$ cat config.mk
export PLATFORM = sky130hd
export DESIGN_NAME = das_front
export DESIGN_NICKNAME = d
export VERILOG_FILES = /design/src/rtl/das_pkg.sv /design/src/rtl/das_front.sv
export SDC_FILE = /design/constraint.sdc
export NUM_CORES = 1
export LEC_CHECK = 0
export BUFFER_PORTS_ARGS = -buffer_cell sky130_fd_sc_hd__buf_4
export CAP_MARGIN = 40
export CORE_AREA = 8 8 140 142
export DETAILED_ROUTE_END_ITERATION = 8
export DIE_AREA = 0 0 148 150
export PLACE_DENSITY_LB_ADDON = 0.2
export SLEW_MARGIN = 20
export SYNTH_ARGS = -nofsm -noshare
export SYNTH_HDL_FRONTEND = slang
export SYNTH_SLANG_ARGS = --single-unit
$ cat constraint.sdc
create_clock -name clk -period 5.4 [get_ports clk]
set_clock_uncertainty 0.05 [all_clocks]
set_input_delay 0 -clock clk [delete_from_list [all_inputs] [get_ports clk]]
set_output_delay 0 -clock clk [all_outputs]
set_load 0.03 [all_outputs]
$ cat src/rtl/das_pkg.sv
// shared constants, types and the cordic arctangent table of the dihedral angle stream
package das_pkg;

  // default configuration
  localparam int COORD_WIDTH_DEF     = 24;
  localparam int ANGLE_FRAC_BITS_DEF = 7;

  // fixed datapath sizes
  localparam int QDEG         = 20;
  localparam int CORDIC_STEPS = 27;
  localparam int MAG_BITS     = 30;
  localparam int WIDE_W       = 64;
  localparam int MUL_W        = 32;
  localparam int CRD_W        = 34;
  localparam int ZW           = 32;
  localparam int OUT_W        = 16;
  localparam int STRIDE_W     = 4;
  localparam int APB_DW       = 32;
  localparam int APB_AW       = 3;

  // register map (index of a register, taken from the word address)
  localparam logic REG_WINDOW_STRIDE = 1'b0;
  localparam logic [STRIDE_W-1:0] STRIDE_RESET = 4'd1;

  typedef logic signed [WIDE_W-1:0] wide_t;
  typedef logic signed [MUL_W-1:0]  mul_t;
  typedef logic signed [CRD_W-1:0]  crd_t;
  typedef logic signed [ZW-1:0]     ang_t;

  localparam wide_t MAG_LIM = 64'sd1 <<< MAG_BITS;

  // arctangent of 2^-i in degrees, q20
  function automatic ang_t atan_q20(input logic [4:0] i);
    ang_t v;
    unique case (i)
      5'd0:  v = 32'sd47185920;
      5'd1:  v = 32'sd27855475;
      5'd2:  v = 32'sd14718068;
      5'd3:  v = 32'sd7471121;
      5'd4:  v = 32'sd3750058;
      5'd5:  v = 32'sd1876857;
      5'd6:  v = 32'sd938658;
      5'd7:  v = 32'sd469357;
      5'd8:  v = 32'sd234682;
      5'd9:  v = 32'sd117342;
      5'd10: v = 32'sd58671;
      5'd11: v = 32'sd29335;
      5'd12: v = 32'sd14668;
      5'd13: v = 32'sd7334;
      5'd14: v = 32'sd3667;
      5'd15: v = 32'sd1833;
      5'd16: v = 32'sd917;
      5'd17: v = 32'sd458;
      5'd18: v = 32'sd229;
      5'd19: v = 32'sd115;
      5'd20: v = 32'sd57;
      5'd21: v = 32'sd29;
      5'd22: v = 32'sd14;
      5'd23: v = 32'sd7;
      5'd24: v = 32'sd4;
      5'd25: v = 32'sd2;
      5'd26: v = 32'sd1;
      default: v = 32'sd0;
    endcase
    return v;
  endfunction

endpackage

$ cat src/rtl/das_front.sv
// front end: atom window, chain tracking and stride phase, pushes torsion windows
module das_front #(
  parameter int COORD_WIDTH = das_pkg::COORD_WIDTH_DEF
) (
  input  logic                           clk,
  input  logic                           rst,
  input  logic                           in_valid,
  output logic                           in_ready,
  input  logic                           chain_start,
  input  logic signed [COORD_WIDTH-1:0]  coord_x,
  input  logic signed [COORD_WIDTH-1:0]  coord_y,
  input  logic signed [COORD_WIDTH-1:0]  coord_z,
  input  logic [das_pkg::STRIDE_W-1:0]   window_stride,
  input  logic                           q_full,
  output logic                           push,
  output logic [12*COORD_WIDTH-1:0]      push_data
);

  logic signed [COORD_WIDTH-1:0] wx [3];
  logic signed [COORD_WIDTH-1:0] wy [3];
  logic signed [COORD_WIDTH-1:0] wz [3];
  logic [1:0] atoms_seen;
  logic [das_pkg::STRIDE_W-1:0] stride_phase;

  logic accept;
  logic [1:0] seen_eff;
  logic [das_pkg::STRIDE_W-1:0] phase_eff;
  logic [das_pkg::STRIDE_W-1:0] stride;
  logic [das_pkg::STRIDE_W:0] phase_inc;
  logic [das_pkg::STRIDE_W-1:0] phase_next;

  assign in_ready = !q_full;
  assign accept   = in_valid && in_ready;

  // chain start empties the window before the atom is taken
  always_comb begin
    seen_eff   = chain_start ? 2'd0 : atoms_seen;
    phase_eff  = chain_start ? '0 : stride_phase;
    stride     = (window_stride == '0) ? das_pkg::STRIDE_W'(1) : window_stride;
    phase_inc  = {1'b0, phase_eff} + 1'b1;
    phase_next = (phase_inc >= {1'b0, stride}) ? '0 : phase_inc[das_pkg::STRIDE_W-1:0];
  end

  // window of four points goes to the queue
  assign push = accept && (seen_eff == 2'd3) && (phase_eff == '0);
  always_comb begin
    for (int k = 0; k < 3; k++) begin
      push_data[(3*k+0)*COORD_WIDTH +: COORD_WIDTH] = wx[k];
      push_data[(3*k+1)*COORD_WIDTH +: COORD_WIDTH] = wy[k];
      push_data[(3*k+2)*COORD_WIDTH +: COORD_WIDTH] = wz[k];
    end
    push_data[9*COORD_WIDTH +: COORD_WIDTH]  = coord_x;
    push_data[10*COORD_WIDTH +: COORD_WIDTH] = coord_y;
    push_data[11*COORD_WIDTH +: COORD_WIDTH] = coord_z;
  end

  // window shift and counters
  always_ff @(posedge clk) begin
    if (rst) begin
      atoms_seen   <= 2'd0;
      stride_phase <= '0;
    end else if (accept) begin
      atoms_seen   <= (seen_eff == 2'd3) ? 2'd3 : seen_eff + 2'd1;
      stride_phase <= (seen_eff == 2'd3) ? phase_next : phase_eff;
    end
  end

  always_ff @(posedge clk) begin
    if (accept) begin
      wx[0] <= wx[1];
      wy[0] <= wy[1];
      wz[0] <= wz[1];
      wx[1] <= wx[2];
      wy[1] <= wy[2];
      wz[1] <= wz[2];
      wx[2] <= coord_x;
      wy[2] <= coord_y;
      wz[2] <= coord_z;
    end
  end

endmodule

==> Word-level counts from Yosys, hierarchy flattened <==
Memory sizes are Yosys's and may differ from the RTL's.
Index checks and enable logic that the tools add are counted.
{ "word_totals": {"register_bits": 6, "ramBits": 216, "out_inout_bits": 290, "wordCells": 23, "memories": 3} }
{ "mem_list": {"columns": ["memory", "words", "word_bits", "rd", "rd_ports_with_merged_regs", "wr", "line", "rtl"], "rows": [
  ["wx", 3, 24, 3, 0, 3, "das_front.sv:19", "logic signed [COORD_WIDTH-1:0] wx [3];"],
  ["wy", 3, 24, 3, 0, 3, "das_front.sv:20", "logic signed [COORD_WIDTH-1:0] wy [3];"],
  ["wz", 3, 24, 3, 0, 3, "das_front.sv:21", "logic signed [COORD_WIDTH-1:0] wz [3];"]
]} }
{ "classes": {"n_addsub": 2, "order_cmp": 1, "eq_ne": 1, "n_mux": 8, "reduce_logical": 6} }
{ "ops": {"columns": ["cell", "n"], "rows": [
  ["2-to-1 mux 4 bit", 4],
  ["logical NOT 4 bit", 2],
  ["adder 4 x 1 -> 5 bit, second input constant", 1],
  ["greater-or-equal comparator 5 x 4 -> 1 bit", 1],
  ["2-to-1 mux 2 bit", 2],
  ["logical AND 1 bit", 3],
  ["adder 2 x 1 -> 2 bit, second input constant", 1],
  ["equality test 2 bit, second input constant", 1],
  ["2-to-1 mux 1 bit", 2],
  ["logical NOT 1 bit", 1]
]} }

==> Longest topological paths before layout <==
Gate-level depths: netlist of the first run.
{ "logic_depth": {"word_depth": 5, "ltp_mapped": 7} }

==> Worst setup path after synthesis of the first run <==
OpenSTA, ideal clock, no wires.
{ "synth_path": {"kind": "input to register", "from": "input port in_valid", "to": "register stride_phase[2] in the netlist's numbering", "setup_time_ps": 108, "t_arrival_ps": 3556, "required_ps": 5242, "slack_ps": 1686, "cell_stages": 4, "n_path_buf": 1, "path_cell_list": "nor2b_1 -> buf_2 -> o311ai_1 -> o41ai_1"} }
{ "synth_between": {"elab_chain_len": 1} }
{ "synth_lines": {"columns": ["item", "line", "rtl"], "rows": [
  ["start, declared", "das_front.sv:7", "input logic in_valid,"],
  ["logical AND 1 bit", "das_front.sv:33", "assign accept = in_valid && in_ready;"],
  ["via accept", "das_front.sv:25", "logic accept;"],
  ["end signal, assigned", "das_front.sv:64", "stride_phase <= (seen_eff == 2'd3) ? phase_next : phase_eff;"],
  ["end, declared", "das_front.sv:23", "logic [das_pkg::STRIDE_W-1:0] stride_phase;"]
]} }
The timed path passes the listed nets, and every way through them passes these cells.
A chain may end at the register's enable or synchronous reset.

==> Worst setup path after layout of the first run <==
{ "layout_path": {"from": "register stride_phase[0] in the netlist's numbering", "to": "register stride_phase[3] in the netlist's numbering"} }
{ "layout_between": {"elab_chain_len": 5} }
{ "layout_lines": {"columns": ["item", "line", "rtl"], "rows": [
  ["2-to-1 mux 4 bit *", "das_front.sv:38", "phase_eff = chain_start ? '0 : stride_phase;"],
  ["adder 4 x 1 -> 5 bit *", "das_front.sv:40", "phase_inc = {1'b0, phase_eff} + 1'b1;"],
  ["greater-or-equal comparator 5 x 4 -> 1 bit", "das_front.sv:41", "phase_next = (phase_inc >= {1'b0, stride}) ? '0 : phase_inc[das_pkg::STRIDE_W-1:0];"],
  ["2-to-1 mux 4 bit *", "das_front.sv:41", null],
  ["2-to-1 mux 4 bit *", "das_front.sv:64", null]
]} }
Every way passes the cells marked *; elsewhere a longest branch is shown, timed or not.

==> results of run 1 <==
==> final cells by class <==
cell class / instances / area (um2) / area share
inverters: 8 / 30.0 / 0.00258
well taps: 229 / 287 / 0.0247
repair buffers: 450 / 3580 / 0.308
clock inverters: 14 / 170 / 0.0146
clock buffers: 29 / 641 / 0.0551
multi-input cells: 44 / 310 / 0.0267
flip-flops and latches: 222 / 6610 / 0.568
==> worst max-delay path: stages, from the launching register on <==
cell	delay, ps
dfxtp_1	390
nand2b_1	100
ha_1	300
ha_1	310
a211oi_2	210
o21ai_1	150
o41ai_1	340
==> timing repair <==
| action | in CTS | in global routing |
|---|---|---|
| gates resized for setup | 0 | 0 |
| hold buffers | 75 | 0 |
| endpoints found under the hold margin | 78 | 0 |
==> state kept, by name, summed over array words and instances (netlist names) <==
| register | count |
|---|---|
| wy | 72 |
| stride_phase | 4 |
| wz | 72 |
| wx | 72 |
| atoms_seen | 2 |
==> power groups by stage <==
| stage | clock [W] | combinational, W | sequential (W) |
|---|---|---|---|
| after CTS | 0.00169 | 0.000504 | 0.00201 |
| after floorplan | 0 | 0.000134 | 0.00218 |
| after global placement | 0 | 0.000454 | 0.00204 |
| final | 0.00165 | 0.000500 | 0.00201 |
| after detailed placement | 0 | 0.000460 | 0.00205 |
| after global routing | 0.00175 | 0.000522 | 0.00202 |
==> metal layers <==
metal | track usage | part of all wire | vias to the layer above
met5 | 0 | 0 | -
met4 | 0.0520 | 0.021 | 0
met3 | 0.0829 | 0.13 | 35
met2 | 0.295 | 0.51 | 262
met1 | 0.171 | 0.34 | 2156
li1 | - | - | 2049
==> per-stage QoR <==
stage / utilization / hold slack, ps / worst slack, ps / std cells
2_1_floorplan: - / 22.1 / 1690 / 348
6_report: 0.663 / 61.0 / 3430 / 996
4_1_cts: 0.663 / 38.0 / 3440 / 996
3_5_place_dp: 0.574 / 139 / 3210 / 878
3_3_place_gp: 0.573 / 138 / 3360 / 877
5_1_grt: 0.663 / 75.4 / 3290 / 996
==> logic make-up (layout without fill, tap and decap cells) <==
logic type | after synthesis | after routing | share of synthesized area
adder cells (fa/ha/maj) | 5 | 5 | 0.00835
buffers and inverters | 82 | 501 | 0.0774
XOR/XNOR | 2 | 2 | 0.00234
flip-flops | 222 | 222 | 0.882
AO/OA/AOI/OAI | 14 | 14 | 0.0139
AND/OR/NAND/NOR | 23 | 23 | 0.0159
==> worst min-delay path by stage <==
stage | slack [ps] | endpoint | startpoint | cells past startpoint
after global routing | 80 | wx[0][61] | q_full | 3
after CTS | 40 | stride_phase[0] | window_stride[3] | 6
after floorplan | 20 | stride_phase[0] | rst | 1
final | 60 | stride_phase[0] | window_stride[3] | 6
after detailed placement | 140 | wz[0][69] | coord_z[21] | 1
after global placement | 140 | wx[0][66] | coord_x[18] | 1
==> cells in the mapped netlist (all sizes together), types with 2 or more instances <==
cell type	n
nor2	7
dfxtp	6
a21oi	2
ha	5
nor3	3
edfxtp	216
a211oi	2
nand2b	3
buf	73
o21ai	3
inv	8
o41ai	2
nand2	6
==> reports/results.txt, run 1 <==
Outcome - completed
Fin. max-slew vios - 0
Fraction of registers with async set/reset - 0
P_int - 0.00320 W
First-pass GRT wire length - 28500 um
# Max-Cap Violations - 0
Clk pwr share - 0.396
DP Wirelength - 14600 um
Peak VDD IR - 0.000277 V
Die Span Y - 150 um
Setup crit end - stride_phase[3]
RSZ-0062 raised after global routing - false
CP Launch Type - register
Fillers - 1221
Lkg Pwr - 4.75 nW
Worst setup EP type - register
Worst EP arrival - 2300 ps
Clock Sinks - 222
Reg2reg end - stride_phase[3]
Via count - 4502
Final hold violations - 0
Tot Pwr - 0.00416 W
Switching power total - 0.000954 W
Vias in the first global route - 4896
Layout cell share with drive strength beyond 1 - 0.538
Post-DP Area - 10100 um2
Layout Nets - 836
Mapped Avg Cell Area - 21.5 um2
Comb power frac - 0.120
Layout Cell Area excl Fill - 11600 um2
Area growth syn-to-layout - 55.2%
Number of synthesized flops with an enable pin - 216
Clk_lat worst skew - 500 ps
Max H-tree Level - 1
Drt first pass iters - 4
Setup TNS - 0 ps
Fmax - 507 MHz
WL final - 19700 um
Die X - 148 um
Post-synthesis instance total - 348
Vias/cell - 4.52
Drt wl/cell - 19.8 um
Most common cell after layout, fill and taps aside - buf_4
Post-layout min period - 1970 ps
FF+latch count, synth - 222
Synth cell types - 29
CP max FO - 5
GRT Total Usage - 0.167
Synth area leader - edfxtp_1
Post-CTS Setup Inserts - 0
Violation count after the first detailed-routing iteration - 190
Pwr Density - 358 nW/um2
Sequential element share of the synthesized area - 0.882
TritonCTS clock tree - built
Rows - 49
FF-to-FF Start - stride_phase[0]
Post-synth top flop - edfxtp_1
Most frequent cells in the layout - buf_4, edfxtp_1, dlygate4sd3_1
Period utilization - 0.365
Final ANT Viol Nets - 0
CTS root buffer - clkbuf_16
DRC - 0
Synth warn - 0
PortBufs - 370
Syn nets - 434
Sw Share - 0.229
Area share of the largest cell type after synthesis - 0.866
Worst-path clk slew - 50 ps
Slew @ Worst Pin - 725 ps
Initial Util - 0.427
Critical Path RT - 5730 ps
Flop2flop setup slack - 3430 ps
# IOs - 371
Worst hold-check path type - input pin to register
Largest net degree at the start of global routing - 60
Worst slew margin - 0.516
Sequential power share - 0.484
Final GP Congestion - 0.736
CP startpoint - stride_phase[0]
CP Class - register to register
Clock buffer depth - 3
Initial antenna violation count - 0
GRT Residual Overflow - 0
Reg2Reg Depth - 6
Core area - 17500 um2
Synth top area cells - edfxtp_1, buf_4, dfxtp_1
Synth Cell Area - 7490 um2
Antenna diode count - 0
Inserted Clock Buffers - 24
Setup-failing EPs final - 0
Die area - 22200 um2
Note: power is estimated with default switching activity, not from simulation.
==> run 2: changes to the inputs <==
- CORE_AREA: 8 8 140 142 -> default
- CORE_ASPECT_RATIO: default -> 2
- CORE_MARGIN: default -> 8
- CORE_UTILIZATION: default -> 45
- DIE_AREA: 0 0 148 150 -> default
- clock period: 5.4 -> 1.98 ns (I/O delays scaled with it)
==> run 2 against run 1 <==
  * Flip-flop and latch count is the same
  * Sequential power rose to 2.7 times the previous value
  * Wire length is 2.4% higher
  * First-iteration DRC count down 45%
  * Combinational power grew to 2.8 times the previous value
  * Register-to-register slack worse by 3300 ps
  * Worst setup slack got worse by 3300 ps
  * Die area shrank 4.2%
  * Via count shrank 0.84%
  * Power increased to 2.5 times the previous value
  * Critical path type unchanged
==> reports/results.txt, run 2 (same netlist as run 1, synthesis figures left out) <==
Max H-tree Level - 1 (unchanged)
Die X - 107 um (-28%)
Fmax - 529 MHz (+4.3%)
Post-CTS Setup Inserts - 0 (unchanged)
Most frequent cells in the layout - buf_4, edfxtp_1, dlygate4sd3_1
Fin. max-slew vios - 0 (unchanged)
CP peak stage delay - 360 ps (-30 ps)
CP Launch Type - register
Outcome - completed
Layout Nets - 836 (unchanged)
Vias/cell - 4.61 (+1.9%)
Peak VDD IR - 0.000777 V (+180%)
Most common cell after layout, fill and taps aside - buf_4
Rows - 67 (+37%)
PortBufs - 370 (unchanged)
Core area - 16500 um2 (-5.8%)
DRC - 0 (unchanged)
Layout cell share with drive strength beyond 1 - 0.546 (+0.00747)
Comb power frac - 0.134 (+0.014)
Worst-path clk slew - 60 ps (about the same)
Tot Pwr - 0.0104 W (+150%)
# Max-Cap Violations - 0 (unchanged)
Reg2Reg Depth - 6 (unchanged)
Post-layout min period - 1890 ps (-80.9 ps)
Lkg Pwr - 4.70 nW (-1.1%)
Critical Path RT - 2310 ps (-3420 ps)
Die Span Y - 198 um (+32%)
Clock buffer depth - 3 (unchanged)
Reg2reg end - stride_phase[3]
Layout Cell Area excl Fill - 11500 um2 (-1.3%)
Initial antenna violation count - 0 (unchanged)
Antenna diode count - 0 (unchanged)
Area growth syn-to-layout - 53.2%
Top Registers - wx: 72 flops, wy: 72 flops, wz: 72 flops
Post-DP Area - 10100 um2 (+0.47%)
GRT Residual Overflow - 0 (unchanged)
Pwr Density - 909 nW/um2 (+150%)
Inserted Clock Buffers - 19 (-21%)
Initial Util - 0.453 (+0.0264)
Slowest CP cell - dfxtp_2
Setup-failing EPs final - 0 (unchanged)
TritonCTS clock tree - built
Sw Share - 0.237 (+0.00802)
Worst setup EP type - register
WP depth - 6 (unchanged)
Worst hold-check path type - input pin to register
CP Class - register to register
Delay-heaviest family, CP - compound AO/OA/AOI/OAI gates
Die area - 21300 um2 (-4.2%)
Worst EP arrival - 2220 ps (-80 ps)
WL final - 20200 um (+2.4%)
Crit-path cells - nand2b_1 > ha_1 > ha_1 > a211oi_2 > o21ai_2 > o41ai_2
P_int - 0.00795 W (+150%)
Bufs and invs on worst path - 0 (unchanged)
Drt first pass iters - 4 (unchanged)
Final GP Congestion - 0.781 (+6.1%)
Worst slew margin - 0.611 (+0.0947)
Vias in the first global route - 4905 (+0.18%)
Via count - 4464 (-0.84%)
Switching power total - 0.00248 W (+160%)
Clk_lat worst skew - 480 ps (-20 ps)
Most numerous cell on the critical path - ha_1
Flop2flop setup slack - 90 ps (-3340 ps)
Final ANT Viol Nets - 0 (unchanged)
DP Wirelength - 14800 um (+1.4%)
First-pass GRT wire length - 29000 um (+1.9%)
Clock Sinks - 222 (unchanged)
Sequential power share - 0.525 (+0.041)
Setup crit end - stride_phase[3]
Drt wl/cell - 20.9 um (+5.3%)
Clk pwr share - 0.341 (-0.055)
GRT Total Usage - 0.180 (+0.0128)
CP max FO - 5 (unchanged)
CTS root buffer - clkbuf_16
Period utilization - 0.955 (+0.590)
Largest net degree at the start of global routing - 56 (-6.7%)
CP startpoint - stride_phase[0]
Violation count after the first detailed-routing iteration - 104 (-45%)
Slew @ Worst Pin - 574 ps (-151 ps)
# IOs - 371 (unchanged)
Final hold violations - 0 (unchanged)
FF-to-FF Start - stride_phase[0]
[run 2: cell count changes in the layout (fill, tap and decap cells not counted), moves of 2 or more]
| cell | delta |
|---|---|
| buf_12 | +3 |
| clkbuf_16 | -6 |
| o41ai_1 | -2 |
| clkinv_2 | +2 |
| dfxtp_2 | +2 |
| bufinv_16 | -2 |
| buf_4 | +2 |
| dfxtp_1 | -2 |
| o41ai_2 | +2 |
[run 2: per-layer routing]
metal  wire, um  global-route usage
met5          0                   0
met3       2950              0.0921
met2      10200               0.312
met4        317              0.0472
met1       6750               0.185
[run 2: timing repair]
action,4_1_cts,5_1_grt
pin swaps,1,4
hold buffers,75,0
setup endpoints to repair,2,4
gates resized for setup,4,3
hold endpoints to repair,132,0
[run 2: worst min path at each step]
| stage | startpoint | endpoint | slack [ps] | cells past startpoint |
|---|---|---|---|---|
| 2_1_floorplan | rst | stride_phase[0] | 20 | 1 |
| 3_3_place_gp | coord_y[23] | wy[0][71] | 140 | 1 |
| 3_5_place_dp | coord_y[10] | wy[0][58] | 140 | 1 |
| 4_1_cts | window_stride[3] | stride_phase[0] | 30 | 6 |
| 5_1_grt | in_valid | wy[0][63] | 70 | 3 |
| 6_report | window_stride[3] | stride_phase[0] | 60 | 6 |
[run 2: final cells by class]
| cell class | instances | area (um2) |
|---|---|---|
| sequential | 222 | 6610 |
| fill | 1037 | 5040 |
| timing repair buffer | 455 | 3650 |
| clock buffer | 22 | 487 |
| multi-input combinational | 44 | 337 |
| tap | 207 | 259 |
| clock inverter | 11 | 100 |
| inverter | 8 | 30.0 |
[run 2: tightest hold or removal path: stages]
cell and delay [ps]:
buf_4 110, inv_1 70, ha_1 170, nor3_1 50
o21ai_0 70, a311oi_1 80
[run 2: power groups by stage]
stage	registers (W)	logic, W	clock network (W)
floorplan	0.00594	0.000366	0
global placement	0.00557	0.00127	0
detailed placement	0.00558	0.00128	0
CTS	0.00548	0.00140	0.00368
global route	0.00550	0.00145	0.00381
finish	0.00548	0.00139	0.00356
[run 2: per-stage QoR]
step	setup slack [ps]	setup TNS, ps	util	cells	hold WS, ps
5_1_grt	-1.50	-1.50	0.695	969	67.3
4_1_cts	14.6	0	0.694	969	33.4
3_3_place_gp	140	0	0.612	861	138
6_report	88.5	0	0.695	969	58.6
2_1_floorplan	43.8	0	-	348	22.1
3_5_place_dp	-16.2	-16.2	0.612	861	139
==> run 3: changes to the inputs <==
- BUFFER_PORTS_ARGS: -buffer_cell sky130_fd_sc_hd__buf_4 -> default
- CORE_AREA: default -> 8 8 140 142
- CORE_ASPECT_RATIO: 2 -> default
- CORE_MARGIN: 8 -> default
- CORE_UTILIZATION: 45 -> default
- DIE_AREA: default -> 0 0 148 150
- DONT_BUFFER_PORTS: default -> 1
==> run 3 against run 2 <==
  * Power down 3.2%
  * Maximum frequency barely moved
  * Via count is 30% lower
  * Die area rose by 4.3%
==> reports/results.txt, run 3 (same netlist as run 1, synthesis figures left out) <==
Die area - 22200 um2 (+4.3%)
Final GP Congestion - 0.754 (-3.5%)
Flop2flop setup slack - 90 ps (about the same)
Outcome - completed
Most common cell after layout, fill and taps aside - edfxtp_1
Initial antenna violation count - 0 (unchanged)
CP Launch Type - register
# IOs - 371 (unchanged)
Inserted Clock Buffers - 22 (+3)
CP Class - register to register
Layout Nets - 473 (-43%)
Bufs and invs on worst path - 0 (unchanged)
PortBufs - 0 (-100%)
DRC - 0 (unchanged)
Initial Util - 0.427 (-0.0264)
Via count - 3118 (-30%)
GRT Residual Overflow - 0 (unchanged)
Most frequent cells in the layout - edfxtp_1, dlygate4sd3_1, clkbuf_16
Pwr Density - 1150 nW/um2 (+26%)
Worst slew margin - 0.614 (+0.00344)
Grt met2 use - 0.253 (-0.0586)
Delay-heaviest family, CP - compound AO/OA/AOI/OAI gates
Die X - 148 um (+38%)
Layout cell share with drive strength beyond 1 - 0.104 (-0.442)
Post-layout min period - 1890 ps (-0.156 ps)
Layout Cell Area excl Fill - 8810 um2 (-23%)
DP Wirelength - 11600 um (-22%)
Drt wl/cell - 27.4 um (+31%)
Clk_lat worst skew - 500 ps (+20 ps)
Top Registers - wx: 72 flops, wy: 72 flops, wz: 72 flops
Met3 global-route usage - 0.0919 (-0.000222)
Period utilization - 0.955 (about the same)
Fin cells - 632 (-35%)
Clock buffer depth - 3 (unchanged)
WL final - 17300 um (-14%)
# Max-Cap Violations - 0 (unchanged)
Final ANT Viol Nets - 0 (unchanged)
Busiest layer in global routing - met2
Vias in the first global route - 3332 (-32%)
GRT Total Usage - 0.143 (-0.0367)
Setup crit end - stride_phase[2]
Clock Sinks - 222 (unchanged)
Worst setup EP type - register
Fmax - 529 MHz (about the same)
Area growth syn-to-layout - 17.7%
FF-to-FF Start - stride_phase[0]
Setup-failing EPs final - 0 (unchanged)
Post-DP Area - 7340 um2 (-27%)
Peak VDD IR - 0.000973 V (+25%)
Core area - 17500 um2 (+6.2%)
Crit-path cells - nand2b_1 > ha_1 > ha_1 > a211oi_2 > o21ai_1 > o41ai_1
Worst EP arrival - 2240 ps (+20 ps)
CP peak stage delay - 390 ps (+30 ps)
Lkg Pwr - 2.95 nW (-37%)
First-pass GRT wire length - 23800 um (-18%)
DP Cell Count - 510 (-41%)
Slew @ Worst Pin - 576 ps (+2.01 ps)
Post-CTS Setup Inserts - 0 (unchanged)
Fin. max-slew vios - 0 (unchanged)
Drt first pass iters - 4 (unchanged)
Largest net degree at the start of global routing - 105 (+88%)
Worst-path clk slew - 60 ps (about the same)
Vias/cell - 4.93 (+7.1%)
Critical Path RT - 2320 ps (about the same)
Tot Pwr - 0.0101 W (-3.2%)
TritonCTS clock tree - built
CP startpoint - stride_phase[0]
Rows - 49 (-27%)
WP depth - 6 (unchanged)
Final hold violations - 0 (unchanged)
Reg2Reg Depth - 6 (unchanged)
Reg2reg end - stride_phase[2]
Max H-tree Level - 1 (unchanged)
Grt met1 use - 0.134 (-0.0512)
Slowest CP cell - dfxtp_1
Most numerous cell on the critical path - ha_1
CP max FO - 5 (unchanged)
RSZ-0062 raised after global routing - false
CTS root buffer - clkbuf_16
Die Span Y - 150 um (-24%)
Worst hold-check path type - input pin to register
Setup TNS - 0 ps (unchanged)
Violation count after the first detailed-routing iteration - 133 (+28%)
Antenna diode count - 0 (unchanged)
-- run 3: changes by cell type in the layout (fill, tap and decap cells not counted), sizes merged --
cell | before | now
dlygate4sd3 | 75 | 82
bufinv | 2 | 0
buf | 380 | 7
clkbuf | 22 | 29
clkinv | 9 | 11
-- run 3: power breakdown --
part	total, W	switching (W)	internal [W]
clock	0.00372	0.00160	0.00212
sequential	0.00590	0.000498	0.00541
combinational	0.000478	0.000332	0.000146
-- run 3: repair_timing --
| action | CTS | global route |
|---|---|---|
| endpoints found under the setup margin | 0 | 4 |
| gates resized for setup | 0 | 3 |
| hold buffers | 83 | 0 |
| endpoints found under the hold margin | 189 | 0 |
-- run 3: layout make-up --
| type | instances | area (um2) |
|---|---|---|
| clock buffer | 29 | 598 |
| clock inverter | 11 | 48.8 |
| fill | 1443 | 8720 |
| inverter | 8 | 30.0 |
| multi-input combinational | 44 | 317 |
| sequential | 222 | 6610 |
| tap | 229 | 287 |
| timing repair buffer | 89 | 923 |
-- run 3: layer usage --
layer,vias up,wire (um)
met5,-,0
li1,1331,-
met3,21,2660
met2,247,8910
met4,0,381
met1,1519,5370
-- run 3: metrics by stage --
stage	hold WS (ps)	setup WS, ps	util
6_report	8.60	88.7	0.502
3_5_place_dp	-49.8	92.7	0.418
4_1_cts	2.77	12.4	0.503
3_3_place_gp	-49.8	163	0.418
2_1_floorplan	22.1	43.8	-
5_1_grt	38.2	23.8	0.502
-- run 3: tightest hold or removal path, cell delays in order --
cell     delay, ps
nor2b_4        130
buf_12         130
a21oi_1        100
nand2_1         80
o31ai_1         60
-- run 3: how the worst min path moves through the flow --
stage / from / to / cells after the start
2_1_floorplan: rst / stride_phase[0] / 1
3_3_place_gp: coord_z[20] / push_data[284] / 0
3_5_place_dp: coord_x[4] / push_data[220] / 0
4_1_cts: q_full / stride_phase[3] / 5
5_1_grt: q_full / stride_phase[3] / 5
6_report: q_full / stride_phase[1] / 5
