--- src/rtl/das_pkg.sv ---
// shared constants, types and the cordic arctangent table of the dihedral angle stream
package das_pkg;

  // default configuration
  localparam int COORD_WIDTH_DEF     = 24;
  localparam int ANGLE_FRAC_BITS_DEF = 7;

  // fixed datapath sizes
  localparam int QDEG         = 20;
  localparam int CORDIC_STEPS = 27;
  localparam int MAG_BITS     = 30;
  localparam int WIDE_W       = 64;
  localparam int MUL_W        = 32;
  localparam int CRD_W        = 34;
  localparam int ZW           = 32;
  localparam int OUT_W        = 16;
  localparam int STRIDE_W     = 4;
  localparam int APB_DW       = 32;
  localparam int APB_AW       = 3;

  // register map (index of a register, taken from the word address)
  localparam logic REG_WINDOW_STRIDE = 1'b0;
  localparam logic [STRIDE_W-1:0] STRIDE_RESET = 4'd1;

  typedef logic signed [WIDE_W-1:0] wide_t;
  typedef logic signed [MUL_W-1:0]  mul_t;
  typedef logic signed [CRD_W-1:0]  crd_t;
  typedef logic signed [ZW-1:0]     ang_t;

  localparam wide_t MAG_LIM = 64'sd1 <<< MAG_BITS;

  // arctangent of 2^-i in degrees, q20
  function automatic ang_t atan_q20(input logic [4:0] i);
    ang_t v;
    unique case (i)
      5'd0:  v = 32'sd47185920;
      5'd1:  v = 32'sd27855475;
      5'd2:  v = 32'sd14718068;
      5'd3:  v = 32'sd7471121;
      5'd4:  v = 32'sd3750058;
      5'd5:  v = 32'sd1876857;
      5'd6:  v = 32'sd938658;
      5'd7:  v = 32'sd469357;
      5'd8:  v = 32'sd234682;
      5'd9:  v = 32'sd117342;
      5'd10: v = 32'sd58671;
      5'd11: v = 32'sd29335;
      5'd12: v = 32'sd14668;
      5'd13: v = 32'sd7334;
      5'd14: v = 32'sd3667;
      5'd15: v = 32'sd1833;
      5'd16: v = 32'sd917;
      5'd17: v = 32'sd458;
      5'd18: v = 32'sd229;
      5'd19: v = 32'sd115;
      5'd20: v = 32'sd57;
      5'd21: v = 32'sd29;
      5'd22: v = 32'sd14;
      5'd23: v = 32'sd7;
      5'd24: v = 32'sd4;
      5'd25: v = 32'sd2;
      5'd26: v = 32'sd1;
      default: v = 32'sd0;
    endcase
    return v;
  endfunction

endpackage

--- src/rtl/das_queue.sv ---
// two-entry queue between the window front end and the angle engine
module das_queue #(
  parameter int DATA_W = 12 * das_pkg::COORD_WIDTH_DEF
) (
  input  logic              clk,
  input  logic              rst,
  input  logic              push,
  input  logic [DATA_W-1:0] push_data,
  output logic              full,
  input  logic              pop,
  output logic              head_valid,
  output logic [DATA_W-1:0] head_data
);

  logic [DATA_W-1:0] mem [2];
  logic [1:0] count;
  logic wr_ptr;
  logic rd_ptr;
  logic do_push;
  logic do_pop;

  assign full       = (count == 2'd2);
  assign head_valid = (count != 2'd0);
  assign head_data  = mem[rd_ptr];
  assign do_push    = push && !full;
  assign do_pop     = pop && head_valid;

  // pointers and fill count
  always_ff @(posedge clk) begin
    if (rst) begin
      count  <= 2'd0;
      wr_ptr <= 1'b0;
      rd_ptr <= 1'b0;
    end else begin
      if (do_push) wr_ptr <= !wr_ptr;
      if (do_pop) rd_ptr <= !rd_ptr;
      if (do_push && !do_pop) begin
        count <= count + 2'd1;
      end else if (do_pop && !do_push) begin
        count <= count - 2'd1;
      end
    end
  end

  // entry storage
  always_ff @(posedge clk) begin
    if (do_push) mem[wr_ptr] <= push_data;
  end

endmodule

--- config.mk ---
export PLATFORM = sky130hd
export DESIGN_NAME = das_queue
export DESIGN_NICKNAME = d
export VERILOG_FILES = /design/src/rtl/das_pkg.sv /design/src/rtl/das_queue.sv
export SDC_FILE = /design/constraint.sdc
export NUM_CORES = 1
export LEC_CHECK = 0
export ABC_CLOCK_PERIOD_IN_PS = 12380
export BUFFER_PORTS_ARGS = -buffer_cell sky130_fd_sc_hd__buf_4
export CAP_MARGIN = 25
export CORE_AREA = 2 2 225 227
export DETAILED_ROUTE_END_ITERATION = 12
export DIE_AREA = 0 0 227 229
export GPL_TIMING_DRIVEN = 0
export PLACE_DENSITY = 0.75
export SLEW_MARGIN = 0
export SYNTH_ARGS = -nofsm -noshare
export SYNTH_HDL_FRONTEND = slang
export SYNTH_SLANG_ARGS = --single-unit
--- constraint.sdc ---
create_clock -name clk -period 12.38 [get_ports clk]
set_input_delay 1.857 -clock clk [delete_from_list [all_inputs] [get_ports clk]]
set_output_delay 1.857 -clock clk [all_outputs]
set_load 0.01 [all_outputs]
; Yosys cells after proc, flatten, opt, wreduce, memory -nomap -nowiden
; Memories as Yosys holds them, arrays and structs flattened. A register that Yosys moved wholly into a read port is not among the register bits.
; Cells that the tools add are included.
[op_classes]
n_mux = 6
n_eq_ne = 1
reduce_logical = 11
add_sub_neg = 2
[op_table]
columns = operator, count
row1 = $logic_not A1 Y1, 5
row2 = $logic_and A1 B1 Y1, 4
row3 = $mux W1, 4
row4 = $mux W2, 2
row5 = $reduce_bool A2 Y1, 2
row6 = $add A2 B1 Y2 const B, 1
row7 = $eq A2 B2 Y1 const B, 1
row8 = $sub A2 B1 Y2 const B, 1
[totals]
word_cells = 24
in_bits = 292
ramBits = 576
register_bits = 4
n_memories = 1
[memory_table]
columns = name, words, width, read_ports, rd_clocked_by_memory_dff, write_ports, line_no
row1 = mem, 2, 288, 1, 1, 1, das_queue.sv:15  ; logic [DATA_W-1:0] mem [2];

; Depth between registers and ports, before layout
; Gate-level depths: netlist of run 1.
[depth]
word_depth = 7
depth_mapped = 6
depth_no_buf = 6

; Worst setup path before layout of run 1
; Ideal clock, no wire load.
[synth_timing]
kind = input to register
start = input push
end = memory mem[1][0] in the netlist's numbering, enable pin
arrival_ns = 8.580
setup_ns = 0.687
path_buffers = 0
setup_slack_ns = 3.113
required_ns = 11.693
path_stages = 3
cell_sequence = inv_1 -> nor2_1 -> and2_1
[synth_between]
elab_chain_len = 3
[synth_rtl]
columns = element, line_no
row1 = from (decl), das_queue.sv:7  ; input logic push,
row2 = $logic_and A1 B1 Y1, das_queue.sv:25  ; assign do_push = push && !full;
row3 = $mux W1, das_queue.sv:47  ; if (do_push) mem[wr_ptr] <= push_data;
row4 = $mux W1 (implied by the code), das_queue.sv:47
row5 = to (decl), das_queue.sv:15
; No other way between the ends.

==> summary.txt, run 1 <==
WORST SETUP PATH
------------------------------------------------------------------------------------------------------
Kind of cell adding the most delay to the critical path                                   buffers and inverters
Cell type with the highest occurrence count on the critical path                          sky130_fd_sc_hd__buf_6
CP max-delay cell                                                                         sky130_fd_sc_hd__mux2_4
Kind of end point of the critical path                                                    primary output
Required time of the critical path                                                            10520 ps
Worst path arrival time                                                                        2070 ps
Delay of the slowest critical-path stage                                                        340 ps
Maximum fanout along the worst path                                                                 10
Type of the worst setup path                                                              flip-flop to primary output
Cells along the critical path                                                             buf_6 > buf_6 > buf_6 > mux2_4 > buf_4
Critical Path Start Type                                                                     flip-flop
Bufs and invs on worst path                                                                          4

CLOCK TREE
------------------------------------------------------------------------------------------------------
Clock transition at the register clock pins on the worst setup and hold paths after CTS          60 ps
Cells resized by post-CTS repair                                                                     0
Clk Latency, worst-skew pair                                                                    600 ps
Cell chosen for the clock root                                                            sky130_fd_sc_hd__clkbuf_16
Maximum buffer depth of the clock tree                                                               3
CTS Buf Count                                                                                       58
H-tree levels                                                                                        2
CTS sink count                                                                                     581
Clock tree from TritonCTS                                                                         done
Post CTS Setup Buffer Count                                                                          0
Post-CTS Hold Fix Bufs                                                                               0

FLOORPLAN
------------------------------------------------------------------------------------------------------
Width of the die                                                                                227 µm
Starting utilization of the core area                                                            0.440
Row cnt                                                                                             82
DIE AREA                                                                                     52000 µm²
Total core area                                                                              49700 µm²
Die outline height                                                                              229 µm
Number of top-level pins                                                                           582

GLOBAL ROUTE
------------------------------------------------------------------------------------------------------
Number of antenna violations at the first check in global routing                                    3
Total routing resource utilization after global routing                                          0.183
Overflow left after global routing                                                                   0
Wire length of the first global-routing pass                                                  70100 µm
Maximum number of pins on one net before global-route repair                                       112
Via count of the first global-routing pass                                                       11653

POWER AND IR DROP
------------------------------------------------------------------------------------------------------
Max IR drop VDD                                                                                 153 µV
Static leakage power                                                                           11.2 nW
Total power per unit cell area                                                              207 nW/µm²
Power after layout                                                                             6.03 mW

ROUTE
------------------------------------------------------------------------------------------------------
# DRC                                                                                                0
Aggregate routed wire length                                                                  49100 µm
Pre-antenna DRT Iters                                                                                5
Total vias in the final route                                                                    10971
Post-detailed-route count of antenna-violating nets                                                  0
WL/cell                                                                                        21.5 µm
DRC marker count from the first detailed-route iteration                                           578
Vias/cell                                                                                         4.80

TIMING
------------------------------------------------------------------------------------------------------
Final critical-path required period                                                            3930 ps
RSZ-0062 raised after global routing                                                             false
Final hold violation count                                                                           0
Number of setup violations in the final report                                                       0
Period utilization                                                                               0.318
Highest attainable clock frequency                                                           0.254 GHz
Slew headroom                                                                                    0.543
Worst Setup Slack, final                                                                       8450 ps
Fin. max-slew vios                                                                                   0
Slew at the pin closest to its max-slew limit                                                   685 ps
Setup Skew                                                                                     24.9 ps

PLACED DESIGN
------------------------------------------------------------------------------------------------------
DP HPWL                                                                                       34700 µm
Pre-CTS setup slack                                                                            8260 ps
Port-buffer cells                                                                                  581
Routability congestion estimate from global placement                                            0.765
Post-Place Cells                                                                                  2181
Placed standard-cell area                                                                    27200 µm²

FINISH
------------------------------------------------------------------------------------------------------
Area growth from synthesis to layout                                                             33.2%
Area of all placed cells without fillers                                                     29100 µm²
Final core utilization                                                                           0.586
Fraction of final layout cells with drive strength greater than 1                                0.612
Number of fill cells                                                                              3726
Total number of nets in the final design                                                          1862
Number of cells in the finished layout apart from fillers                                         2288

YOSYS
------------------------------------------------------------------------------------------------------
Syn nets                                                                                          1214
Distinct cells, synth                                                                               16
Post-synthesis instance area                                                                 21800 µm²
Number of instances in the synthesized netlist                                                     921
Count of warnings emitted by yosys                                                                   0
Share of the yosys chip area belonging to registers                                              0.797
Avg Synthesized Cell Area                                                                     23.7 µm²
Flip-flop and latch count after synthesis                                                          581

JOB
------------------------------------------------------------------------------------------------------
Max-cap violations                                                                                   0

HOLD PATH
------------------------------------------------------------------------------------------------------
Worst hold path type                                                                      flip-flop to flip-flop

STATUS
------------------------------------------------------------------------------------------------------
Result of the run                                                                         finished, final reports clean

[layout make-up]
type	count	area [µm²]	share of cell area
multi-input combinational	306	4110	0.141
tap	672	841	0.0289
clock buffer	77	1540	0.0531
inverter	2	15.0	0.000516
buffer	32	323	0.0111
antenna	2	5.00	0.000172
clock inverter	28	295	0.0102
timing repair buffer	588	4550	0.156
sequential	581	17400	0.598
[metal layers]
metal / share of wire / routed length, µm / track usage
met4: 0.032 / 1580 / 0.0739
met3: 0.11 / 5450 / 0.0780
met5: 0.00029 / 14 / 0
met2: 0.51 / 25300 / 0.324
met1: 0.34 / 16800 / 0.188
[cell usage in the layout, fill, tap and decap left out, types with 2 or more instances in the layout]
master,count
sky130_fd_sc_hd__a21oi_1,2
sky130_fd_sc_hd__buf_16,6
sky130_fd_sc_hd__buf_2,6
sky130_fd_sc_hd__buf_4,581
sky130_fd_sc_hd__buf_6,26
sky130_fd_sc_hd__bufinv_16,6
sky130_fd_sc_hd__clkbuf_1,18
sky130_fd_sc_hd__clkbuf_16,59
sky130_fd_sc_hd__clkinv_1,10
sky130_fd_sc_hd__clkinv_2,7
sky130_fd_sc_hd__dfxtp_1,5
sky130_fd_sc_hd__diode_2,2
sky130_fd_sc_hd__edfxtp_1,576
sky130_fd_sc_hd__inv_6,3
sky130_fd_sc_hd__mux2_2,87
sky130_fd_sc_hd__mux2_4,201
sky130_fd_sc_hd__nor2_1,4
sky130_fd_sc_hd__o21ai_0,3
sky130_fd_sc_hd__or3_1,2
sky130_fd_sc_hd__xor2_1,3
[worst min-delay path, cell delays in order, from the launching register on]
cell                      delay (ps)
sky130_fd_sc_hd__dfxtp_1         310
sky130_fd_sc_hd__o21ai_0          70
sky130_fd_sc_hd__a21oi_1          60
[report_power, final]
part | leakage, nW | internal [mW] | switching [mW]
registers | 5.42 | 2.47 | 0.0584
clock network | 0.894 | 0.998 | 0.706
logic | 4.88 | 0.954 | 0.842
[sequential cells by signal, indices dropped and copies added (netlist names), named ones only]
register	flops
count	2
mem	576
rd_ptr	1
wr_ptr	1
[cells by family (layout without fill, tap and decap cells)]
group / after synthesis / count (layout) / synth area share
xor gates and xnor gates: 3 / 3 / 0.00120
other: 0 / 2 / 0
AOI/OAI and AO/OA: 5 / 5 / 0.00115
adders and majority gates: 1 / 1 / 0.000573
buffers and inverters: 34 / 727 / 0.0151
DFF: 581 / 581 / 0.797
muxes: 288 / 288 / 0.183
and+or+nand+nor: 9 / 9 / 0.00212
[stage by stage]
step,TNS [ps],hold slack [ps]
after floorplan,0,452
after global placement,-171670,471
after detailed placement,0,481
after CTS,0,489
after global routing,0,508
final,0,486
[path summary, 6_finish.rpt]
path / from / end / slack, ps / cells after the start
hold reg to reg: wr_ptr / wr_ptr / 490 / 2
hold / removal: wr_ptr / wr_ptr / 490 / 2
setup / recovery: flip-flop / head_data[120] / 8450 / 5
setup reg to reg: count[0] / mem[1][58] / 9710 / 6
[synthesized netlist by cell type]
library cell	n	area [µm²]
sky130_fd_sc_hd__or3_1	2	12.5
sky130_fd_sc_hd__and2_1	1	6.26
sky130_fd_sc_hd__nor2b_1	1	6.26
sky130_fd_sc_hd__nor2_1	4	15.0
sky130_fd_sc_hd__o21ai_0	3	15.0
sky130_fd_sc_hd__buf_2	6	30.0
sky130_fd_sc_hd__inv_1	2	7.51
sky130_fd_sc_hd__mux2_4	201	3020
sky130_fd_sc_hd__xor2_1	3	26.3
sky130_fd_sc_hd__mux2_2	87	980
sky130_fd_sc_hd__ha_1	1	12.5
sky130_fd_sc_hd__edfxtp_1	576	17300
sky130_fd_sc_hd__buf_6	26	293
sky130_fd_sc_hd__or2_2	1	6.26
sky130_fd_sc_hd__a21oi_1	2	10.0
sky130_fd_sc_hd__dfxtp_1	5	100
Power figures use the tool's default switching activity.
==> run 2: changes to the inputs <==
- ABC_CLOCK_PERIOD_IN_PS: 12380 -> 3200
- CORE_AREA: 2 2 225 227 -> 2 2 226 228
- DIE_AREA: 0 0 227 229 -> 0 0 228 230
- PLACE_DENSITY: 0.75 -> 0.77
- clock period: 12.38 -> 3.2 ns (I/O delays scaled with it)
==> run 2 against run 1 <==
Via count up 1.3%. Sequential share of layout area decreased by 0.49 points. Global-route usage increased by 0.20 points. Sequential power rose to 3.9 times the previous value. Clock power grew to 4.1 times the previous value. Clock skew decreased by 16 ps. Combinational power grew to 3.9 times the previous value. Flip-flop and latch count unchanged. Power rose to 3.9 times the previous value. Critical endpoint is now mem[0][139].
==> summary.txt, run 2 (synthesized netlist as in run 1, its figures left out) <==
PLACED DESIGN
------------------------------------------------------------------------------------------------------
Routability congestion estimate from global placement                                            0.794   was 0.765
Port-buffer cells                                                                                  581   unchanged
Pre-CTS setup slack                                                                             420 ps   was 8260 ps
Placed standard-cell area                                                                    27400 µm²   was 27200 µm²
DP HPWL                                                                                       35100 µm   was 34700 µm

WORST SETUP PATH
------------------------------------------------------------------------------------------------------
Critical path startpoint                                                                      count[1]
CP endpoint                                                                                mem[0][139]   was head_data[120]
Cell depth of the worst flop-to-flop path                                                            7   was 6
Kind of end point of the critical path                                                       flip-flop   was primary output
Required time of the critical path                                                             3480 ps   was 10520 ps
Destination of the worst register-to-register timing path                                  mem[0][139]   was mem[1][58]
Worst path arrival time                                                                        2900 ps   was 2070 ps
Type of the worst setup path                                                              flip-flop to flip-flop   was flip-flop to primary output
Worst reg2reg setup slack                                                                       580 ps   was 9710 ps
Beginning of the worst register-to-register path                                              count[1]   was count[0]
Maximum fanout along the worst path                                                                 41   was 10
Critical Path Start Type                                                                     flip-flop   unchanged

CLOCK TREE
------------------------------------------------------------------------------------------------------
H-tree levels                                                                                        2   unchanged
Clock transition at the register clock pins on the worst setup and hold paths after CTS          60 ps   about the same
Clk Latency, worst-skew pair                                                                    590 ps   was 600 ps
CTS Buf Count                                                                                       59   was 58
Cells resized by post-CTS repair                                                                     0   unchanged
Cell chosen for the clock root                                                            sky130_fd_sc_hd__clkbuf_16   unchanged
CTS sink count                                                                                     581   unchanged
Post-CTS Hold Fix Bufs                                                                               0   unchanged
Post CTS Setup Buffer Count                                                                          0   unchanged
Maximum buffer depth of the clock tree                                                               3   unchanged
Clock tree from TritonCTS                                                                         done   unchanged

ROUTE
------------------------------------------------------------------------------------------------------
WL/cell                                                                                        21.7 µm   was 21.5 µm
Aggregate routed wire length                                                                  49800 µm   was 49100 µm
DRC marker count from the first detailed-route iteration                                           740   was 578
# DRC                                                                                                0   unchanged
Total vias in the final route                                                                    11119   was 10971
Vias/cell                                                                                         4.84   was 4.80
Post-detailed-route count of antenna-violating nets                                                  0   unchanged
Pre-antenna DRT Iters                                                                                8   was 5

GLOBAL ROUTE
------------------------------------------------------------------------------------------------------
Maximum number of pins on one net before global-route repair                                        67   was 112
Number of antenna violations at the first check in global routing                                    2   was 3
Overflow left after global routing                                                                   0   unchanged
Total routing resource utilization after global routing                                          0.185   was 0.183
Via count of the first global-routing pass                                                       11953   was 11653
Wire length of the first global-routing pass                                                  72500 µm   was 70100 µm

FLOORPLAN
------------------------------------------------------------------------------------------------------
Width of the die                                                                                228 µm   was 227 µm
Starting utilization of the core area                                                            0.438   was 0.440
Number of top-level pins                                                                           582   unchanged
Die outline height                                                                              230 µm   was 229 µm
Row cnt                                                                                             82   unchanged
DIE AREA                                                                                     52400 µm²   was 52000 µm²
Total core area                                                                              49900 µm²   was 49700 µm²

FINISH
------------------------------------------------------------------------------------------------------
Area growth from synthesis to layout                                                             34.3%   was 33.2%
Number of flip-flops under the largest register name                                               576   unchanged
Area of all placed cells without fillers                                                     29300 µm²   was 29100 µm²
Commonest non-fill, non-tap cell in the layout                                            sky130_fd_sc_hd__buf_4   unchanged
Top library cells by usage in the layout, fill and taps aside                             sky130_fd_sc_hd__buf_4, sky130_fd_sc_hd__edfxtp_1, sky130_fd_sc_hd__mux2_4, sky130_fd_sc_hd__mux2_2, sky130_fd_sc_hd__clkbuf_16   unchanged
Number of fill cells                                                                              3644   was 3726
Fraction of final layout cells with drive strength greater than 1                                0.620   was 0.612
Register name with the most flops                                                                  mem   unchanged
Regs by FF count                                                                          mem x576, count x2   unchanged
Total number of nets in the final design                                                          1869   was 1862

HOLD PATH
------------------------------------------------------------------------------------------------------
Worst hold path type                                                                      input port to flip-flop   was flip-flop to flip-flop

TIMING
------------------------------------------------------------------------------------------------------
Final critical-path required period                                                            2620 ps
Final TNS setup                                                                                   0 ps   unchanged
RSZ-0062 raised after global routing                                                             false   unchanged
Slew at the pin closest to its max-slew limit                                                   455 ps   was 685 ps
Final hold violation count                                                                           0   unchanged
Fin. max-slew vios                                                                                   0   unchanged
Highest attainable clock frequency                                                           0.381 GHz
Period utilization                                                                               0.820
Setup Skew                                                                                     8.54 ps   was 24.9 ps
Slew headroom                                                                                    0.696   was 0.543
Worst Setup Slack, final                                                                        577 ps   was 8450 ps
Number of setup violations in the final report                                                       0   unchanged

POWER AND IR DROP
------------------------------------------------------------------------------------------------------
Share of power burned in registers                                                               0.412   was 0.420
Logic pwr share                                                                                  0.297   was 0.298
Internal                                                                                       17.5 mW   was 4.42 mW
Static leakage power                                                                           11.3 nW   was 11.2 nW
Fraction of power consumed by the clock network                                                  0.292   was 0.283
Total power per unit cell area                                                              811 nW/µm²   was 207 nW/µm²
Max IR drop VDD                                                                                 542 µV   was 153 µV
Switching portion of total power                                                                 0.264   was 0.266
Switching pwr                                                                                  6.28 mW   was 1.61 mW
Power after layout                                                                             23.8 mW   was 6.03 mW

STATUS
------------------------------------------------------------------------------------------------------
Result of the run                                                                         finished, final reports clean   unchanged

JOB
------------------------------------------------------------------------------------------------------
Max-cap violations                                                                                   0   unchanged

[run 2: per-stage QoR]
stage	hold slack, ps	util	std cells
after floorplan	460	-	921
after global placement	484	0.543	2174
after detailed placement	489	0.549	2187
after CTS	21.1	0.588	2294
after global routing	20.7	0.588	2296
final	66.7	0.588	2296
[run 2: how the worst min path moves through the flow]
stage                        start          end  slack (ps)  cells after the start
floorplan                 count[1]     count[1]         460                      2
global placement            wr_ptr       wr_ptr         480                      2
detailed placement          wr_ptr       wr_ptr         490                      2
CTS                 push_data[227]  mem[0][227]          20                      1
global route        push_data[268]  mem[1][268]          20                      1
finish               push_data[89]   mem[1][89]          70                      1
[run 2: layer usage]
metal  part of all wire  up-vias  track usage
met1               0.35     5533        0.205
met3               0.10       97       0.0733
met5                  0        -            0
met4              0.034        0       0.0750
met2               0.51      496        0.318
li1                   -     4993            -
[run 2: area by class of cell]
| class | instances | area (µm²) | share of cell area |
|---|---|---|---|
| antenna | 2 | 5.00 | 0.000171 |
| multi-input combinational | 306 | 4120 | 0.141 |
| clock inverter | 35 | 394 | 0.0134 |
| timing repair buffer | 594 | 4660 | 0.159 |
| sequential | 581 | 17400 | 0.593 |
| clock buffer | 72 | 1570 | 0.0535 |
| tap | 672 | 841 | 0.0287 |
| inverter | 2 | 11.3 | 0.000384 |
| buffer | 32 | 323 | 0.0110 |
[run 2: critical path, cell delays in order, from the launching register on]
cell and delay [ps]:
sky130_fd_sc_hd__dfxtp_2 340, sky130_fd_sc_hd__nor2b_4 130, sky130_fd_sc_hd__or3_4 380, sky130_fd_sc_hd__clkinvlp_4 340
sky130_fd_sc_hd__buf_12 280, sky130_fd_sc_hd__buf_12 250, sky130_fd_sc_hd__buf_12 240, sky130_fd_sc_hd__buf_12 260
[run 2: power groups by stage]
| stage | registers, mW | clock network [mW] | logic (mW) |
|---|---|---|---|
| after floorplan | 10.0 | 0 | 3.90 |
| after global placement | 10.2 | 0 | 6.85 |
| after detailed placement | 9.94 | 0 | 7.13 |
| after CTS | 9.79 | 7.08 | 7.17 |
| after global routing | 9.86 | 7.38 | 7.45 |
| final | 9.79 | 6.93 | 7.06 |
==> run 3: changes to the inputs <==
- ABC_AREA: not set -> 1
- ABC_CLOCK_PERIOD_IN_PS: 3200 -> 2470
- CORE_AREA: 2 2 226 228 -> 2 2 225 227
- DIE_AREA: 0 0 228 230 -> 0 0 227 229
- PLACE_DENSITY: 0.77 -> 0.75
- clock period: 3.2 -> 2.47 ns (I/O delays scaled with it)
==> run 3 against run 2 <==
Core utilization grew 6.4 points. Global-route usage grew 2.9 points. Die area fell by 0.87%. Largest cell class unchanged.
==> summary.txt, run 3 <==
YOSYS
------------------------------------------------------------------------------------------------------
Post-Synth Simple-Gate Area                                                                    0.00332   was 0.00212
List of most frequent post-synthesis cells                                                sky130_fd_sc_hd__edfxtp_1, sky130_fd_sc_hd__mux2_4, sky130_fd_sc_hd__mux2_2   unchanged
Multiplexer share of the synthesized area                                                        0.183   about the same
Synth Area in Adders                                                                          0.000572   was 0.000573
EDFF count, synth                                                                                  576   unchanged
Avg Synthesized Cell Area                                                                     23.4 µm²   was 23.7 µm²
Xor/xnor share of the synthesized area                                                               0   was 0.00120
Post-synthesis async set-or-reset flop share                                                         0   unchanged
Count of warnings emitted by yosys                                                                   0   unchanged
Share of the yosys chip area belonging to registers                                              0.796   was 0.797
Syn nets                                                                                          1226   was 1214
Main area contributors after synthesis                                                    sky130_fd_sc_hd__edfxtp_1, sky130_fd_sc_hd__mux2_4, sky130_fd_sc_hd__mux2_2   unchanged
Distinct cells, synth                                                                               14   was 16
Synth area leader                                                                         sky130_fd_sc_hd__edfxtp_1   unchanged
Post-synthesis instance area                                                                 21900 µm²   was 21800 µm²
Proportion of netlist area held by the largest area contributor                                  0.791   was 0.792
Most used flip-flop cell after synthesis                                                  sky130_fd_sc_hd__edfxtp_1   unchanged
Number of instances in the synthesized netlist                                                     933   was 921
Largest family of logic cells by synthesized area                                         multiplexers   unchanged
Post-synthesis compound-gate area fraction                                                     0.00114   was 0.00115
Most repeated cell in the gate-level netlist after synthesis                              sky130_fd_sc_hd__edfxtp_1   unchanged
Flip-flop and latch count after synthesis                                                          581   unchanged

HOLD PATH
------------------------------------------------------------------------------------------------------
Worst hold path type                                                                      input port to flip-flop   unchanged

CLOCK TREE
------------------------------------------------------------------------------------------------------
CTS Buf Count                                                                                       58   was 59
CTS sink count                                                                                     581   unchanged
Clock transition at the register clock pins on the worst setup and hold paths after CTS          60 ps   about the same
Cell chosen for the clock root                                                            sky130_fd_sc_hd__clkbuf_16   unchanged
H-tree levels                                                                                        2   unchanged
Clock tree from TritonCTS                                                                         done   unchanged
Maximum buffer depth of the clock tree                                                               3   unchanged
Clk Latency, worst-skew pair                                                                    600 ps   was 590 ps

ROUTE
------------------------------------------------------------------------------------------------------
# DRC                                                                                                0   unchanged
Total vias in the final route                                                                    12574   was 11119
Pre-antenna DRT Iters                                                                                4   was 8
WL/cell                                                                                        21.8 µm   was 21.7 µm
Aggregate routed wire length                                                                  57000 µm   was 49800 µm
Post-detailed-route count of antenna-violating nets                                                  0   unchanged
DRC marker count from the first detailed-route iteration                                           674   was 740
Vias/cell                                                                                         4.82   was 4.84

POWER AND IR DROP
------------------------------------------------------------------------------------------------------
Total power per unit cell area                                                              943 nW/µm²   was 811 nW/µm²
Share of power burned in registers                                                               0.420   was 0.412
Logic pwr share                                                                                  0.285   was 0.297
Static leakage power                                                                           12.6 nW   was 11.3 nW
Fraction of power consumed by the clock network                                                  0.295   was 0.292
Internal                                                                                       22.4 mW   was 17.5 mW
Max IR drop VDD                                                                                 751 µV   was 542 µV
Switching portion of total power                                                                 0.266   was 0.264
Switching pwr                                                                                  8.11 mW   was 6.28 mW

WORST SETUP PATH
------------------------------------------------------------------------------------------------------
CP max-delay cell                                                                         sky130_fd_sc_hd__mux2_4   was sky130_fd_sc_hd__or3_4
Maximum fanout along the worst path                                                                 10   was 41
Worst reg2reg setup slack                                                                       310 ps   was 580 ps
Required time of the critical path                                                             2100 ps   was 3480 ps
Cell type with the highest occurrence count on the critical path                          sky130_fd_sc_hd__buf_6   was sky130_fd_sc_hd__buf_12
Worst path arrival time                                                                        2020 ps   was 2900 ps
Bufs and invs on worst path                                                                          4   was 5
Kind of end point of the critical path                                                    primary output   was flip-flop
Type of the worst setup path                                                              flip-flop to primary output   was flip-flop to flip-flop
Kind of cell adding the most delay to the critical path                                   buffers and inverters   unchanged
Delay of the slowest critical-path stage                                                        340 ps   was 380 ps
Cells along the critical path                                                             buf_6 > buf_6 > buf_6 > mux2_4 > buf_4   was nor2b_4 > or3_4 > clkinvlp_4 > buf_12 > buf_12 > buf_12 > buf_12
Critical Path Start Type                                                                     flip-flop   unchanged

FLOORPLAN
------------------------------------------------------------------------------------------------------
Row cnt                                                                                             82   unchanged
Starting utilization of the core area                                                            0.440   was 0.438
Total core area                                                                              49700 µm²   was 49900 µm²
Width of the die                                                                                227 µm   was 228 µm
Die outline height                                                                              229 µm   was 230 µm
Number of top-level pins                                                                           582   unchanged
DIE AREA                                                                                     52000 µm²   was 52400 µm²

FINISH
------------------------------------------------------------------------------------------------------
Register name with the most flops                                                                  mem   unchanged
Top library cells by usage in the layout, fill and taps aside                             sky130_fd_sc_hd__buf_4, sky130_fd_sc_hd__edfxtp_1, sky130_fd_sc_hd__dlygate4sd3_1, sky130_fd_sc_hd__mux2_4, sky130_fd_sc_hd__mux2_2   was sky130_fd_sc_hd__buf_4, sky130_fd_sc_hd__edfxtp_1, sky130_fd_sc_hd__mux2_4, sky130_fd_sc_hd__mux2_2, sky130_fd_sc_hd__clkbuf_16
Commonest non-fill, non-tap cell in the layout                                            sky130_fd_sc_hd__buf_4   unchanged
Number of flip-flops under the largest register name                                               576   unchanged
Fraction of final layout cells with drive strength greater than 1                                0.528   was 0.620
Regs by FF count                                                                          mem x576, count x2   unchanged
Final core utilization                                                                           0.652   was 0.588
Number of fill cells                                                                              3269   was 3644
Total number of nets in the final design                                                          2177   was 1869
Area growth from synthesis to layout                                                             48.1%   was 34.3%

TIMING
------------------------------------------------------------------------------------------------------
Highest attainable clock frequency                                                           0.419 GHz
Fin. max-slew vios                                                                                   0   unchanged
Period utilization                                                                               0.967
Slew at the pin closest to its max-slew limit                                                   270 ps   was 455 ps
Final hold violation count                                                                           0   unchanged
Final critical-path required period                                                            2390 ps
Number of setup violations in the final report                                                       0   unchanged
Final TNS setup                                                                                   0 ps   unchanged
Slew headroom                                                                                    0.820   was 0.696
Setup Skew                                                                                     12.4 ps   was 8.54 ps

GLOBAL ROUTE
------------------------------------------------------------------------------------------------------
Maximum number of pins on one net before global-route repair                                        33   was 67
Number of antenna violations at the first check in global routing                                   11   was 2
Wire length of the first global-routing pass                                                  82700 µm   was 72500 µm
Overflow left after global routing                                                                   0   unchanged
Total routing resource utilization after global routing                                          0.213   was 0.185
Via count of the first global-routing pass                                                       14048   was 11953

PLACED DESIGN
------------------------------------------------------------------------------------------------------
Routability congestion estimate from global placement                                            0.822   was 0.794
Port-buffer cells                                                                                  581   unchanged
DP HPWL                                                                                       36000 µm   was 35100 µm

STATUS
------------------------------------------------------------------------------------------------------
Result of the run                                                                         finished, final reports clean   unchanged

JOB
------------------------------------------------------------------------------------------------------
Max-cap violations                                                                                   0   unchanged

## run 3: worst min-delay path, cell delays in order
cell                      delay, ps
sky130_fd_sc_hd__buf_4           80
sky130_fd_sc_hd__inv_1           60
sky130_fd_sc_hd__o21ai_0         70
sky130_fd_sc_hd__nor2_1          40
## run 3: cells by family (layout without fill, tap and decap cells)
kind of cell / count (synthesis) / after routing
fa+ha+maj: 1 / 1
flops: 581 / 581
compound gates: 5 / 5
other cells: 0 / 9
simple gates: 18 / 18
mux: 288 / 288
buf+inv: 40 / 1037
## run 3: worst paths after layout
kind | cells past startpoint | to | startpoint
setup / recovery | 5 | head_data[236] | flip-flop
hold / removal | 4 | wr_ptr | rst
setup reg to reg | 8 | mem[1][119] | count[1]
hold reg to reg | 2 | rd_ptr | rd_ptr
## run 3: area by class of cell
class                      instances  area, µm²  area share
buffer                            32        333      0.0103
clock inverter                    42        407      0.0126
antenna                            9       22.5    0.000696
inverter                           8       30.0    0.000928
timing repair buffer             891       7660       0.237
sequential                       581      17400       0.538
clock buffer                      64       1540      0.0475
multi-input combinational        312       4130       0.128
tap                              672        841      0.0260
## run 3: per-layer routing
metal  track usage  vias up  part of all wire
met5             0        -           0.00023
met3        0.0576      156             0.070
met1         0.225     6283              0.35
met4         0.109        2             0.048
li1              -     5622                 -
met2         0.387      511              0.53
## run 3: stage by stage
stage	instances	total power, mW	instance area, µm²	hold slack (ps)	setup slack (ps)
6_report	2611	30.5	32400	67.6	81.5
5_1_grt	2610	31.6	32400	50.5	-2.06
4_1_cts	2602	30.5	32300	27.8	-2.51
3_5_place_dp	2206	21.2	27500	497	-173
3_3_place_gp	2186	20.9	27100	480	-5090
2_1_floorplan	933	17.5	21900	465	-2680
## run 3: power groups by stage
stage | clock network, mW | registers, mW | logic, mW
floorplan | 0 | 13.1 | 4.40
global placement | 0 | 13.2 | 7.70
detailed placement | 0 | 13.0 | 8.23
CTS | 9.08 | 12.8 | 8.68
global route | 9.52 | 12.9 | 9.14
finish | 9.00 | 12.8 | 8.70
## run 3: repair_timing
| item | 4_1_cts | 5_1_grt |
|---|---|---|
| hold endpoints to repair | 576 | 0 |
| hold buffers | 288 | 0 |
| setup endpoints to repair | 66 | 54 |
| gates resized for setup | 1 | 2 |
| pin swaps | 2 | 0 |
| buffers inserted | 2 | 0 |
